### src/hw/rtl/imu_pkg.sv
// Shared types, constants and the CORDIC angle table for the IMU sample processor.
`timescale 1ns / 1ps

package imu_pkg;

    typedef struct packed {
        logic signed [15:0] acc_x;
        logic signed [15:0] acc_y;
        logic signed [15:0] acc_z;
        logic signed [15:0] rot_x;
        logic signed [15:0] rot_y;
        logic signed [15:0] rot_z;
        logic [15:0]        elapsed_ms;
    } in_item_t;

    typedef struct packed {
        logic signed [31:0] angle_x;
        logic signed [31:0] angle_y;
        logic signed [31:0] angle_z;
        logic signed [15:0] tilt_x;
        logic signed [15:0] tilt_y;
    } out_item_t;

    // One queued sample after classification: gyro rates as sign and magnitude.
    typedef struct packed {
        logic [2:0][19:0]   rate_mag;
        logic [2:0]         rate_neg;
        logic [15:0]        elapsed_ms;
        logic signed [15:0] acc_x;
        logic signed [15:0] acc_y;
        logic signed [15:0] acc_z;
    } work_t;

    localparam logic [1:0] CFG_BIAS_X = 2'd0;
    localparam logic [1:0] CFG_BIAS_Y = 2'd1;
    localparam logic [1:0] CFG_BIAS_Z = 2'd2;

    localparam int DEF_CORDIC_STEPS    = 16;
    localparam int DEF_ANGLE_FRAC_BITS = 16;

    // The rate divisor 164000 is 32 * 5125; the power of two folds into the fraction shift.
    // Multiplying by the reciprocal and shifting right by 45 gives the exact floor quotient
    // by 5125 for any 32-bit dividend.
    localparam logic [12:0] RATE_DIV         = 13'd5125;
    localparam logic [32:0] RATE_RECIP       = 33'd6865243335;
    localparam int          RATE_RECIP_SHIFT = 45;
    localparam logic [11:0] RATE_ROUND       = 12'd2562;

    localparam logic signed [17:0] NINETY_Q8 = 18'sd23040;

    function automatic logic [21:0] atan_deg_q16(input logic [4:0] idx);
        logic [21:0] v;
        case (idx)
            5'd0: v = 22'd2949120;
            5'd1: v = 22'd1740967;
            5'd2: v = 22'd919879;
            5'd3: v = 22'd466945;
            5'd4: v = 22'd234379;
            5'd5: v = 22'd117304;
            5'd6: v = 22'd58666;
            5'd7: v = 22'd29335;
            5'd8: v = 22'd14668;
            5'd9: v = 22'd7334;
            5'd10: v = 22'd3667;
            5'd11: v = 22'd1833;
            5'd12: v = 22'd917;
            5'd13: v = 22'd458;
            5'd14: v = 22'd229;
            5'd15: v = 22'd115;
            5'd16: v = 22'd57;
            5'd17: v = 22'd29;
            5'd18: v = 22'd14;
            5'd19: v = 22'd7;
            5'd20: v = 22'd4;
            5'd21: v = 22'd2;
            5'd22: v = 22'd1;
            default: v = 22'd0;
        endcase
        return v;
    endfunction

endpackage

### src/hw/rtl/imu_queue.sv
// Two-entry queue between the front and back stages.
`timescale 1ns / 1ps

module imu_queue import imu_pkg::*; (
    input  logic  aclk,
    input  logic  aresetn,
    input  logic  push_valid,
    output logic  push_ready,
    input  work_t push_data,
    output logic  pop_valid,
    input  logic  pop_ready,
    output work_t pop_data
);

    work_t      mem_reg [2];
    logic       wr_ptr_reg;
    logic       rd_ptr_reg;
    logic [1:0] count_reg;
    logic       push;
    logic       pop;

    assign push_ready = count_reg != 2'd2;
    assign pop_valid  = count_reg != 2'd0;
    assign pop_data   = mem_reg[rd_ptr_reg];
    assign push       = push_valid && push_ready;
    assign pop        = pop_valid && pop_ready;

    always_ff @(posedge aclk) begin
        if (!aresetn) begin
            wr_ptr_reg <= 1'b0;
            rd_ptr_reg <= 1'b0;
            count_reg  <= 2'd0;
        end else begin
            if (push) begin
                mem_reg[wr_ptr_reg] <= push_data;
                wr_ptr_reg          <= !wr_ptr_reg;
            end
            if (pop) begin
                rd_ptr_reg <= !rd_ptr_reg;
            end
            if (push && !pop) begin
                count_reg <= count_reg + 2'd1;
            end else if (pop && !push) begin
                count_reg <= count_reg - 2'd1;
            end
        end
    end

endmodule

### config.mk
export PLATFORM = sky130hd
export DESIGN_NAME = imu_queue
export DESIGN_NICKNAME = d
export VERILOG_FILES = /design/src/hw/rtl/imu_pkg.sv /design/src/hw/rtl/imu_queue.sv
export SDC_FILE = /design/constraint.sdc
export NUM_CORES = 1
export LEC_CHECK = 0
export BUFFER_PORTS_ARGS = -buffer_cell sky130_fd_sc_hd__buf_2
export CORE_MARGIN = 5
export CORE_UTILIZATION = 54
export CTS_BUF_LIST = sky130_fd_sc_hd__clkbuf_2 sky130_fd_sc_hd__clkbuf_4 sky130_fd_sc_hd__clkbuf_8
export DETAILED_ROUTE_END_ITERATION = 8
export PLACE_DENSITY = 0.81
export SLEW_MARGIN = 25
export SYNTH_ARGS = -nofsm -noshare
export SYNTH_HDL_FRONTEND = slang
export SYNTH_SLANG_ARGS = --single-unit
### constraint.sdc
create_clock -name aclk -period 8.55 [get_ports aclk]
set_input_delay 0.4275 -clock aclk [delete_from_list [all_inputs] [get_ports aclk]]
set_output_delay 0.4275 -clock aclk [all_outputs]
set_load 0.005 [all_outputs]
* Word level (Yosys, flattened, before mapping)
Memories as Yosys holds them, arrays and structs flattened. A register that Yosys moved wholly into a read port is not among the register bits.
Index checks and enable logic that the tools add are counted.
** Cells by class
- Equality and inequality tests :: 1
- $add $sub $neg :: 2
- Reduce and logical (&&, ||, !) cells :: 10
- Muxes and demuxes :: 7
** Operators with widths (count)
- $mux 1 :: 5
- $logic_and 1x1->1 :: 4
- $logic_not 1->1 :: 4
- $mux 2 :: 2
- $reduce_bool 2->1 :: 2
- $add 2x1->2 const B :: 1
- $ne 2x2->1 const B :: 1
- $sub 2x1->2 const B :: 1
** Storage, ports and cells
- Input bits :: 131
- Bits in registers :: 4
- Output and inout port bits :: 129
- RAM bits :: 254
- Memories kept :: 1
- Word-level logic and storage cells :: 24
** Memories
- mem_reg :: depth 2, bits a word 127, rd ports 1, clocked after Yosys merged registers in 1, write ports 1, line imu_queue.sv:15 : work_t mem_reg [2];

* Depth between registers and ports, before layout
- Depth in word-level cells :: 6
- Depth in mapped cells :: 6
- Depth with buffers taken out :: 6

* Worst setup path before layout
OpenSTA, ideal clock, no wires.
- Path type :: register to register
- Start point :: register count_reg[0]
- End point :: memory mem_reg[0][0] in the netlist's numbering, enable pin
- Data arrival time :: 5.924 ns
- Cell stages (with the launch flop) :: 5
- Library setup time :: 0.615 ns
- Period minus slack after synthesis :: 6.539 ns
- Path buffers :: 0
- Data required time :: 7.935 ns
- Setup slack :: 2.011 ns
- Cell sequence :: dfxtp_1 -> nor2b_1 -> inv_1 -> nand3_1 -> nor2_1
** On the way
- Longest elaborated chain between the ends :: 5
** Ends and longest elaborated chain
- start, declared :: line imu_queue.sv:18 : logic [1:0] count_reg;
- start signal, assigned :: line imu_queue.sv:42 : count_reg <= count_reg + 2'd1;
- start signal, assigned :: line imu_queue.sv:44 : count_reg <= count_reg - 2'd1;
- $ne 2x2->1 :: line imu_queue.sv:22 : assign push_ready = count_reg != 2'd2;
- via push_ready :: line imu_queue.sv:8 : output logic push_ready,
- $logic_and 1x1->1 :: line imu_queue.sv:25 : assign push = push_valid && push_ready;
- $mux 1 :: line imu_queue.sv:34 : if (push) begin
- $mux 1 :: line imu_queue.sv:29 : if (!aresetn) begin
- $mux 1 (implied by the code) :: line imu_queue.sv:35 : mem_reg[wr_ptr_reg] <= push_data;
- end, declared :: line imu_queue.sv:15
The timed path passes the listed nets, and every way through them passes these cells.

==> impl_metrics.py <==
metrics = {
    "run_status": {
        "status": "completed",
    },
    "synth": {
        "yosysSeqAreaShare": 0.813,
        "synth_cell_types": 20,
        "netlist_area_sq_um": 9510,
        "synthesis.nets": 554,
        "synth_seq_cells": 259,
        "syn-instance-count": 422,
        "yosys_warnings": 0,
        "synth.avg_cell_area_sq_um": 22.5,
    },
    "clocking": {
        "cts-hold-fix-buffers": 0,
        "ctsLongestPathBuffers": 3,
        "clk_pin_slew_ps": 60,
        "clk_latency_ps": 510,
        "htree_num_levels": 2,
        "clock_sinks": 259,
        "cts_resized": 0,
        "cts_setup_buffers": 0,
        "root_buffer": "clkbuf_8",
        "cts_made_buffers": 41,
        "cts_tree": "built",
    },
    "worst_setup_path": {
        "worstPathArrival_ps": 2710,
        "crit_path_start_kind": "register",
        "end_kind": "primary output",
        "crit_type": "register to primary output",
        "crit_fanout": 57,
        "worst_ep_required_time_ps": 8120,
    },
    "grt": {
        "grt_overflow": 0,
        "grt_start_max_net_pins": 72,
        "grt_pass1_vias": 5413,
        "track_usage": 0.177,
        "grt_pass1_wl_mm": 28.1,
        "antenna_found_initial": 2,
    },
    "drt": {
        "antenna_left": 0,
        "wl_per_cell_um": 19.2,
        "vias_per_cell": 5.13,
        "drt_wl_total_mm": 18.7,
        "drc": 0,
        "dr.pass1.iters": 4,
        "first_iter_violations": 223,
        "vias": 4982,
    },
    "floorplan": {
        "fp.dieArea_sq_um": 20400,
        "die_x_um": 143,
        "start_util": 0.550,
        "coreArea_sq_um": 17300,
        "rows": 48,
        "die_h_um": 143,
        "ioPinCount": 260,
    },
    "layout": {
        "largest_register_ffs": 254,
        "drive_gt1_frac": 0.621,
        "num-nets-final": 847,
        "n_antenna_cell": 0,
        "layout-area-overhead-vs-synth_pct": 24.7,
        "utilization": 0.686,
    },
    "timing": {
        "tightest_slew_ps": 919,
        "rsz0062_at_grt": "false",
        "fin_crit_sh": 0.367,
        "setup_viol": 0,
        "relSlewSlack": 0.387,
        "finalSetupTns_ps": 0,
        "skew_ps": 14.3,
        "drv_slew": 0,
        "min_period_ps": 3130,
        "hold_viol_final": 0,
        "clock.fmax_mhz": 319,
    },
    "hold_path": {
        "min_path_type": "input port to register",
    },
    "placement": {
        "detailed_place_hpwl_mm": 12.4,
        "place_congestion": 0.778,
        "port_buffers": 259,
    },
    "job": {
        "max_cap_violations": 0,
    },
    "power_and_ir_drop": {
        "p_leak_uw": 0.00448,
        "power.density_nw_per_um2": 271,
        "vdd_drop_max_v": 0.000172,
    },
}
-- cell usage after synthesis (all sizes together) --
cell	instances	area share
xor2	1	0.00092
nand3	1	0.00053
mux2	127	0.16
a21boi	2	0.0016
or3	2	0.0013
edfxtp	254	0.80
nor2	2	0.00079
nor2b	1	0.00066
buf	14	0.011
xnor2	2	0.0018
or2	1	0.00066
o21ai	3	0.0016
inv	2	0.00079
dfxtp	5	0.011
ha	1	0.0013
and2	3	0.0020
and3	1	0.00066
-- through the flow --
step / setup WS [ps] / hold WS, ps / std cells / total power, uW / cell area, sq um
2_1_floorplan: 2010 / 466 / 422 / 2000 / 9510
3_3_place_gp: 5730 / 487 / 896 / 2220 / 11000
3_5_place_dp: 5680 / 528 / 896 / 2240 / 11000
4_1_cts: 5080 / 51.4 / 970 / 3250 / 11800
5_1_grt: 5230 / 55.5 / 971 / 3370 / 11900
6_report: 5420 / 100 / 971 / 3210 / 11900
-- power breakdown --
| part | total [uW] | internal, uW | switching (uW) |
|---|---|---|---|
| Sequential | 1580 | 1510 | 64.8 |
| Combinational | 637 | 357 | 280 |
| Clock | 999 | 564 | 435 |
-- cell usage in the layout (no fill, tap or decap), types with 2 or more instances in the layout --
cell type / instances
a21boi_1: 2
and2_1: 3
buf_2: 259
buf_4: 4
clkbuf_4: 21
clkbuf_8: 44
clkinv_1: 6
clkinv_2: 2
dfxtp_1: 4
edfxtp_1: 254
inv_1: 2
mux2_2: 97
mux2_4: 30
o21ai_0: 2
or3_1: 2
xnor2_1: 2
-- worst max-delay path: stages (launching register included) --
cell     delay [ps]
dfxtp_4         830
buf_4           460
buf_16          320
mux2_2          390
buf_2           130
-- worst paths after layout --
kind                                   from                         to  slack, ps  cells after the start
hold reg to reg   count_reg[1]$_SDFFE_PN0P_  count_reg[1]$_SDFFE_PN0P_        540                      2
setup / recovery                   register               pop_data[12]       5420                      4
hold / removal                push_data[74]   mem_reg[0][74]$_DFFE_PP_        100                      1
setup reg to reg  count_reg[0]$_SDFFE_PN0P_   mem_reg[1][55]$_DFFE_PP_       5780                      4
-- kinds of logic (layout without fill, tap and decap cells) --
| logic type | after synthesis | after routing | share of synthesized area |
|---|---|---|---|
| mux | 127 | 127 | 0.162 |
| flops | 259 | 259 | 0.813 |
| compound gates | 5 | 5 | 0.00316 |
| fa+ha+maj | 1 | 1 | 0.00132 |
| simple gates | 11 | 11 | 0.00658 |
| xor+xnor | 3 | 3 | 0.00276 |
| buf+inv | 16 | 340 | 0.0114 |
-- per-layer routing --
layer  track usage  wire length (um)  vias to the layer above
met1         0.217              7160                     2453
met5             0                27                        -
met4        0.0465               331                        4
met2         0.304              9390                      217
met3        0.0606              1770                       32
li1              -                 -                     2276
-- final cells by class --
type                       count  area [sq um]
inverter                       2          7.51
tap                          225           282
multi-input combinational    147          1690
fill                        1154          5430
clock buffer                  65           763
clock inverter                 9          40.0
timing repair buffer         264          1350
sequential                   259          7730
Power figures use the tool's default switching activity.
