File: src/hw/rtl/imu_pkg.sv
// Shared types, constants and the CORDIC angle table for the IMU sample processor.
`timescale 1ns / 1ps

package imu_pkg;

    typedef struct packed {
        logic signed [15:0] acc_x;
        logic signed [15:0] acc_y;
        logic signed [15:0] acc_z;
        logic signed [15:0] rot_x;
        logic signed [15:0] rot_y;
        logic signed [15:0] rot_z;
        logic [15:0]        elapsed_ms;
    } in_item_t;

    typedef struct packed {
        logic signed [31:0] angle_x;
        logic signed [31:0] angle_y;
        logic signed [31:0] angle_z;
        logic signed [15:0] tilt_x;
        logic signed [15:0] tilt_y;
    } out_item_t;

    // One queued sample after classification: gyro rates as sign and magnitude.
    typedef struct packed {
        logic [2:0][19:0]   rate_mag;
        logic [2:0]         rate_neg;
        logic [15:0]        elapsed_ms;
        logic signed [15:0] acc_x;
        logic signed [15:0] acc_y;
        logic signed [15:0] acc_z;
    } work_t;

    localparam logic [1:0] CFG_BIAS_X = 2'd0;
    localparam logic [1:0] CFG_BIAS_Y = 2'd1;
    localparam logic [1:0] CFG_BIAS_Z = 2'd2;

    localparam int DEF_CORDIC_STEPS    = 16;
    localparam int DEF_ANGLE_FRAC_BITS = 16;

    // The rate divisor 164000 is 32 * 5125; the power of two folds into the fraction shift.
    // Multiplying by the reciprocal and shifting right by 45 gives the exact floor quotient
    // by 5125 for any 32-bit dividend.
    localparam logic [12:0] RATE_DIV         = 13'd5125;
    localparam logic [32:0] RATE_RECIP       = 33'd6865243335;
    localparam int          RATE_RECIP_SHIFT = 45;
    localparam logic [11:0] RATE_ROUND       = 12'd2562;

    localparam logic signed [17:0] NINETY_Q8 = 18'sd23040;

    function automatic logic [21:0] atan_deg_q16(input logic [4:0] idx);
        logic [21:0] v;
        case (idx)
            5'd0: v = 22'd2949120;
            5'd1: v = 22'd1740967;
            5'd2: v = 22'd919879;
            5'd3: v = 22'd466945;
            5'd4: v = 22'd234379;
            5'd5: v = 22'd117304;
            5'd6: v = 22'd58666;
            5'd7: v = 22'd29335;
            5'd8: v = 22'd14668;
            5'd9: v = 22'd7334;
            5'd10: v = 22'd3667;
            5'd11: v = 22'd1833;
            5'd12: v = 22'd917;
            5'd13: v = 22'd458;
            5'd14: v = 22'd229;
            5'd15: v = 22'd115;
            5'd16: v = 22'd57;
            5'd17: v = 22'd29;
            5'd18: v = 22'd14;
            5'd19: v = 22'd7;
            5'd20: v = 22'd4;
            5'd21: v = 22'd2;
            5'd22: v = 22'd1;
            default: v = 22'd0;
        endcase
        return v;
    endfunction

endpackage

File: src/hw/rtl/imu_front.sv
// Front stage: bias registers, sample transfer and gyro rate classification.
`timescale 1ns / 1ps

module imu_front import imu_pkg::*; (
    input  logic        aclk,
    input  logic        aresetn,
    input  logic        cfg_wr_en,
    input  logic [1:0]  cfg_index,
    input  logic [10:0] cfg_wdata,
    input  logic        s_valid,
    output logic        s_ready,
    input  in_item_t    s_data,
    output logic        q_valid,
    input  logic        q_ready,
    output work_t       q_data
);

    logic signed [10:0] bias_reg [3];
    logic               valid_reg;
    work_t              work_reg;
    work_t              work_next;
    logic signed [15:0] raw [3];
    logic signed [20:0] rate [3];

    assign raw[0] = s_data.rot_x;
    assign raw[1] = s_data.rot_y;
    assign raw[2] = s_data.rot_z;

    always_comb begin
        work_next            = '0;
        work_next.elapsed_ms = s_data.elapsed_ms;
        work_next.acc_x      = s_data.acc_x;
        work_next.acc_y      = s_data.acc_y;
        work_next.acc_z      = s_data.acc_z;
        for (int i = 0; i < 3; i++) begin
            rate[i] = (21'(raw[i]) <<< 2) + 21'(raw[i]) - 21'(bias_reg[i]) * 21'sd164;
            work_next.rate_neg[i] = rate[i][20];
            work_next.rate_mag[i] = rate[i][20] ? 20'(-rate[i]) : 20'(rate[i]);
        end
    end

    assign s_ready = !valid_reg || q_ready;
    assign q_valid = valid_reg;
    assign q_data  = work_reg;

    always_ff @(posedge aclk) begin
        if (!aresetn) begin
            valid_reg   <= 1'b0;
            bias_reg[0] <= '0;
            bias_reg[1] <= '0;
            bias_reg[2] <= '0;
        end else begin
            if (cfg_wr_en) begin
                case (cfg_index)
                    CFG_BIAS_X: bias_reg[0] <= cfg_wdata;
                    CFG_BIAS_Y: bias_reg[1] <= cfg_wdata;
                    CFG_BIAS_Z: bias_reg[2] <= cfg_wdata;
                    default: ;
                endcase
            end
            if (s_valid && s_ready) begin
                valid_reg <= 1'b1;
                work_reg  <= work_next;
            end else if (q_ready) begin
                valid_reg <= 1'b0;
            end
        end
    end

endmodule

File: config.mk
export PLATFORM = sky130hd
export DESIGN_NAME = imu_front
export DESIGN_NICKNAME = d
export VERILOG_FILES = /design/src/hw/rtl/imu_pkg.sv /design/src/hw/rtl/imu_front.sv
export SDC_FILE = /design/constraint.sdc
export NUM_CORES = 1
export LEC_CHECK = 0
export BUFFER_PORTS_ARGS = -buffer_cell sky130_fd_sc_hd__buf_4
export CORE_MARGIN = 4
export CORE_UTILIZATION = 50
export CTS_BUF_LIST = sky130_fd_sc_hd__clkbuf_4
export CTS_CLUSTER_DIAMETER = 100
export DETAILED_ROUTE_END_ITERATION = 10
export PLACE_DENSITY = 0.86
export SETUP_SLACK_MARGIN = 0.5
export SLEW_MARGIN = 20
export SYNTH_ARGS = -nofsm -noshare
export SYNTH_HDL_FRONTEND = slang
export SYNTH_SLANG_ARGS = --single-unit
File: constraint.sdc
create_clock -name aclk -period 5.37 [get_ports aclk]
set_input_delay 0.2685 -clock aclk [delete_from_list [all_inputs] [get_ports aclk]]
set_output_delay 0.2685 -clock aclk [all_outputs]
set_load 0.05 [all_outputs]
Word-level counts from Yosys, hierarchy flattened --
Memory sizes are Yosys's and may differ from the RTL's. Cells that the tools add are included. Widths: inputs -> output; s select.
Word-level totals: bits of input ports 130, memories 1, word-level logic and storage cells 54, output and inout bits 129, memory bits (writable) 33, bits in registers 128
Cells by class: $mul 3, bitwise logic cells 3, reductions and logical operators 6, equality and inequality tests 2, add/subtract/negate cells 9, multiplexer cells 21
Memory list:
- bias_reg | words 3, width 11, read ports 3, clocked after memory_dff 0, write ports 3, RTL line imu_front.sv:18 | logic signed [10:0] bias_reg [3];
Operators with widths (count):
- $sub 19x20->21 | 3
- $mux 20 | 3
- $neg 20->20 | 3
- $add 18x16->19 | 3
- $mul 11x7->18 const B | 3
- $mux 11 | 3
- $mux 1 | 15
- $or 1x1->1 | 3
- $eq 2x1->1 const B | 1
- $eq 2x2->1 const B | 1
- $logic_not 2->1 | 1
- $reduce_and 2->1 | 1
- $reduce_bool 2->1 | 1
- $logic_and 1x1->1 | 1
- $logic_not 1->1 | 1
- $logic_or 1x1->1 | 1

Logic depth before layout (Yosys ltp) --
depth in word-level cells 6, mapped depth 25, mapped depth without buffers 23

Worst setup path before layout --
OpenSTA, ideal clock, no wires.
path type register to register, start memory bias_reg[2][2] (netlist: bias_reg[0][24]), end register work_reg (netlist bit q_data[125]) (data pin), buffers on the path 2, required time 5.109 ns, arrival time 5.351 ns, clock period less this slack 5.613 ns, setup time 0.261 ns, cell stages (with the launch flop) 25, path slack -0.243 ns, path through edfxtp_1 > ha_1 > ha_1 > fa_1 > ha_1 > inv_1 > o21ai_0 > a21o_1 > a21oi_1 > inv_1 > a21oi_1 > xor2_1 > fa_1 > ha_1 > clkbuf_1 > a21o_1 > a211o_1 > a31oi_1 > nor2_1 > a31o_2 > o31a_1 > xor2_1 > clkbuf_1 > a41oi_1 > xnor2_1
RTL lines:
- start, declared | RTL line imu_front.sv:18
- end signal, assigned | RTL line imu_front.sv:63 | work_reg <= work_next;
- end, declared | RTL line imu_front.sv:20 | work_t work_reg;

==> reports/results.tsv <==
stage	metric	value	unit
logic_synthesis	yosys_register_bits	161	
global_routing	grt_start_max_net_pins	49	
global_routing	grt_pass1_vias	11500	
worst_setup_path	r2r.worst_path.cells	20	
timing	drv_slew	0	
floorplan	effective_utilization_at_floorplan	0.513	
route	drt_first_pass_iters	7	
cts	reg_clk_slew_reported_paths	0.18	ns
logic_synthesis	synth.yosys.warnings	0	
route	remaining_drc_errors	0	
cts	tritoncts_clock_tree	done	
logic_synthesis	yosys-top-cells-area	sky130_fd_sc_hd__edfxtp_1, sky130_fd_sc_hd__ha_1, sky130_fd_sc_hd__fa_1, sky130_fd_sc_hd__xnor2_1, sky130_fd_sc_hd__inv_1	
job	timing.max_cap.violations	0	
route	vias_per_instance	5.62	
cells_and_area	synthToLayoutAreaGrowth	45.3	%
run_status	outcome	complete, but fails checks	
timing	postLayoutSetupSlackWorst	-0.243	ns
worst_setup_path	timing.critical_path.to_type	flip-flop	
worst_setup_path	worstReg2RegEnd	q_data[85]	
cells_and_area	filler_cell_count	1614	
timing	fmaxAchievable	178	MHz
logic_synthesis	synthArstFlopShare	0	
floorplan	ioPinCount	259	
logic_synthesis	synthFlopType	sky130_fd_sc_hd__edfxtp_1	
logic_synthesis	post_synth_inst_count	1255	
worst_setup_path	worst-setup-path-type	flip-flop to flip-flop	
placement	dp_hpwl	24.3	mm
global_routing	global_route.usage.total	0.231	
logic_synthesis	synth-edff-count	160	
placement	portBuffers	258	
worst_hold_path	worstHoldPathType	input pin to flip-flop	
logic_synthesis	synth.yosys.seq_area_share	0.358	
worst_setup_path	critical_path.max_fanout	9	
floorplan	fp.dieW	172	um
floorplan	floorplan.rows	59	
cts	cts_root_buf	sky130_fd_sc_hd__clkbuf_4	
run_status	violations	negative setup slack	
floorplan	core_area	26300	um2
timing	setup_violations	32	
worst_setup_path	crit_path_start	bias_reg[0][3]	
worst_setup_path	ff2ff_setup_slack	-0.24	ns
global_routing	antenna_found_initial	2	
floorplan	floorplan.die_area	29700	um2
worst_setup_path	critPathCapture	q_data[85]	
logic_synthesis	synth_cell_types	75	
logic_synthesis	syn_area_per_cell	10.8	um2
timing	final-hold-violation-count	0	
cts	cts_max_level	4	
floorplan	chipHeight	172	um
worst_setup_path	worst_ep_required_time	5.71	ns
global_routing	grt_first_pass_wirelength	55.7	mm
timing	worst-slew-pin-transition	0.879	ns
placement	place.gp.congestion	0.884	
cts	tritoncts_num_sinks	161	
worst_setup_path	start_kind	flip-flop	
route	vias	11600	
route	drt-wirelength-per-cell	18.8	um
logic_synthesis	synth_top_cell_area_share	0.356	
cts	max-clock-path-buffers	2	
timing	timing.hold.ws	0.0565	ns
worst_setup_path	worst_ep_arrival_time	5.96	ns
cts	tritoncts.num_buffers	17	
timing	layout_min_cycle_time	5.61	ns
logic_synthesis	mappedNetlistNets	1634	
timing	skew	0.0472	ns
route	postRouteAntennaNets	0	
global_routing	globalRoute.totalOverflow	0	
cells_and_area	layout-drive-gt1-share	0.385	
cts	clock_insertion_delay_worst_skew	0.58	ns
route	drt_iter0_drc	930	
worst_setup_path	worst_r2r_startpoint	bias_reg[0][3]	
logic_synthesis	synthDominantAreaCellType	sky130_fd_sc_hd__edfxtp_1	
cells_and_area	largest_register_ffs	127	
timing	slew_headroom	0.412	
timing	final_worst_path_cycle_share	1.05	
logic_synthesis	synth.cell_area	13500	um2
timing	rsz_0062_raised_after_global_routing	true	
route	wirelength	38.9	mm
cells_and_area	number_of_nets_in_the_finished_design	2100	
==> layout make-up <==
cell class	count	area, um2	area share
tap	335	419	0.0214
clock buffer	17	128	0.00651
antenna	2	5.00	0.000255
timing repair buffer	463	3850	0.196
multi-input combinational	897	9530	0.486
clock inverter	15	165	0.00842
inverter	181	684	0.0349
sequential	161	4820	0.246
==> cells in the final DEF, fill, tap and decap left out, types with 7 or more instances in the layout <==
cell | Yosys | routed
sky130_fd_sc_hd__buf_4 | 0 | 372
sky130_fd_sc_hd__inv_1 | 181 | 169
sky130_fd_sc_hd__edfxtp_1 | 160 | 160
sky130_fd_sc_hd__ha_1 | 171 | 122
sky130_fd_sc_hd__fa_1 | 78 | 76
sky130_fd_sc_hd__dlygate4sd3_1 | 0 | 69
sky130_fd_sc_hd__xnor2_1 | 91 | 64
sky130_fd_sc_hd__nor2_1 | 57 | 52
sky130_fd_sc_hd__nand2_1 | 61 | 44
sky130_fd_sc_hd__ha_4 | 0 | 43
sky130_fd_sc_hd__a21oi_1 | 55 | 38
sky130_fd_sc_hd__xor2_1 | 40 | 36
sky130_fd_sc_hd__xnor2_2 | 0 | 26
sky130_fd_sc_hd__o21ai_2 | 0 | 25
sky130_fd_sc_hd__o21ai_0 | 62 | 23
sky130_fd_sc_hd__nor3_1 | 24 | 22
sky130_fd_sc_hd__nand3_1 | 24 | 21
sky130_fd_sc_hd__a21o_1 | 19 | 19
sky130_fd_sc_hd__a21oi_2 | 4 | 17
sky130_fd_sc_hd__clkbuf_4 | 0 | 17
sky130_fd_sc_hd__and2_1 | 18 | 16
sky130_fd_sc_hd__buf_6 | 0 | 12
sky130_fd_sc_hd__o21ai_4 | 0 | 11
sky130_fd_sc_hd__nand2_4 | 0 | 11
sky130_fd_sc_hd__inv_2 | 0 | 10
sky130_fd_sc_hd__or3_1 | 10 | 10
sky130_fd_sc_hd__o21a_1 | 9 | 9
sky130_fd_sc_hd__o21ai_1 | 5 | 8
sky130_fd_sc_hd__and3_1 | 10 | 8
sky130_fd_sc_hd__nand2b_1 | 8 | 8
sky130_fd_sc_hd__o211ai_1 | 7 | 7
sky130_fd_sc_hd__o31ai_4 | 0 | 7
==> kinds of logic after synthesis <==
group                    synth area share
flip-flops                          0.358
AO/OA/AOI/OAI                       0.129
buffers and inverters              0.0550
XOR/XNOR                           0.0850
adder cells (fa/ha/maj)             0.274
AND/OR/NAND/NOR                    0.0988
==> worst min path at each step <==
| stage | endpoint | slack [ns] | cells past startpoint | start |
|---|---|---|---|---|
| CTS | bias_reg[0][10] | 0.02 | 2 | cfg_wdata[10] |
| global route | bias_reg[0][10] | 0.01 | 2 | cfg_wdata[10] |
| finish | bias_reg[0][10] | 0.06 | 2 | cfg_wdata[10] |
| detailed placement | q_data[34] | 0.45 | 1 | s_data[98] |
| floorplan | q_data[0] | 0.37 | 0 | s_data[64] |
| global placement | q_data[60] | 0.45 | 1 | s_data[12] |
==> routing by layer <==
metal,share of wire,vias to the layer above,wire length [um],track usage
li1,-,5358,-,-
met1,0.37,5636,14400,0.273
met2,0.53,504,20600,0.432
met3,0.060,139,2330,0.0354
met4,0.040,0,1560,0.0725
met5,0,-,0,0
==> per-stage QoR <==
stage               worst slack (ns)  instances  area (um2)  utilization  setup TNS, ns
floorplan                     0.0867       1255       13800            -              0
global placement             -0.0886       1882       16500        0.627         -0.681
detailed placement            -0.175       1882       16500        0.627          -2.03
CTS                          -0.0681       2038       18800        0.716         -0.433
global route                  -0.433       2071       19600        0.746         -12.33
finish                        -0.243       2071       19600        0.746          -3.33
==> synthesized netlist by cell type (all sizes together) (4+ instances only) <==
cell / instances
inv: 181
ha: 171
edfxtp: 160
xnor2: 91
fa: 78
o21ai: 67
nand2: 61
a21oi: 60
nor2: 58
xor2: 40
nand3: 24
nor3: 24
a21o: 19
and2: 19
a21boi: 15
clkbuf: 14
or2: 13
and3: 11
o31ai: 11
or3: 11
o211ai: 10
o21a: 9
nand2b: 8
a31oi: 7
or4: 7
a41oi: 6
nor2b: 6
o41ai: 6
a211oi: 5
a31o: 5
nand3b: 5
nand4: 5
o21bai: 5
o31a: 5
a211o: 4
==> worst max-delay path: stages (launching register included) <==
cell	delay [ns]
sky130_fd_sc_hd__edfxtp_1	0.50
sky130_fd_sc_hd__ha_1	0.32
sky130_fd_sc_hd__ha_1	0.30
sky130_fd_sc_hd__ha_1	0.32
sky130_fd_sc_hd__ha_4	0.24
sky130_fd_sc_hd__nor2b_4	0.14
sky130_fd_sc_hd__o21ai_4	0.15
sky130_fd_sc_hd__nand2_1	0.13
sky130_fd_sc_hd__xnor2_1	0.32
sky130_fd_sc_hd__fa_1	0.51
sky130_fd_sc_hd__ha_1	0.52
sky130_fd_sc_hd__a21oi_1	0.12
sky130_fd_sc_hd__o21ai_0	0.42
sky130_fd_sc_hd__a31o_4	0.26
sky130_fd_sc_hd__a21oi_1	0.07
sky130_fd_sc_hd__a22oi_2	0.25
sky130_fd_sc_hd__xnor2_1	0.20
sky130_fd_sc_hd__nand4_1	0.23
sky130_fd_sc_hd__buf_4	0.22
sky130_fd_sc_hd__o21ai_2	0.11
sky130_fd_sc_hd__xnor2_1	0.08
==> timing repair <==
item	CTS	global route
hold buffers	69	0
buffers inserted	49	30
endpoints found under the setup margin	60	60
pin swaps	94	73
gates resized for setup	182	90
gates cloned	6	1
endpoints found under the hold margin	68	0
Power is not shown: default switching activity piles up to over one toggle a cycle in this logic, so the estimate is an artifact.
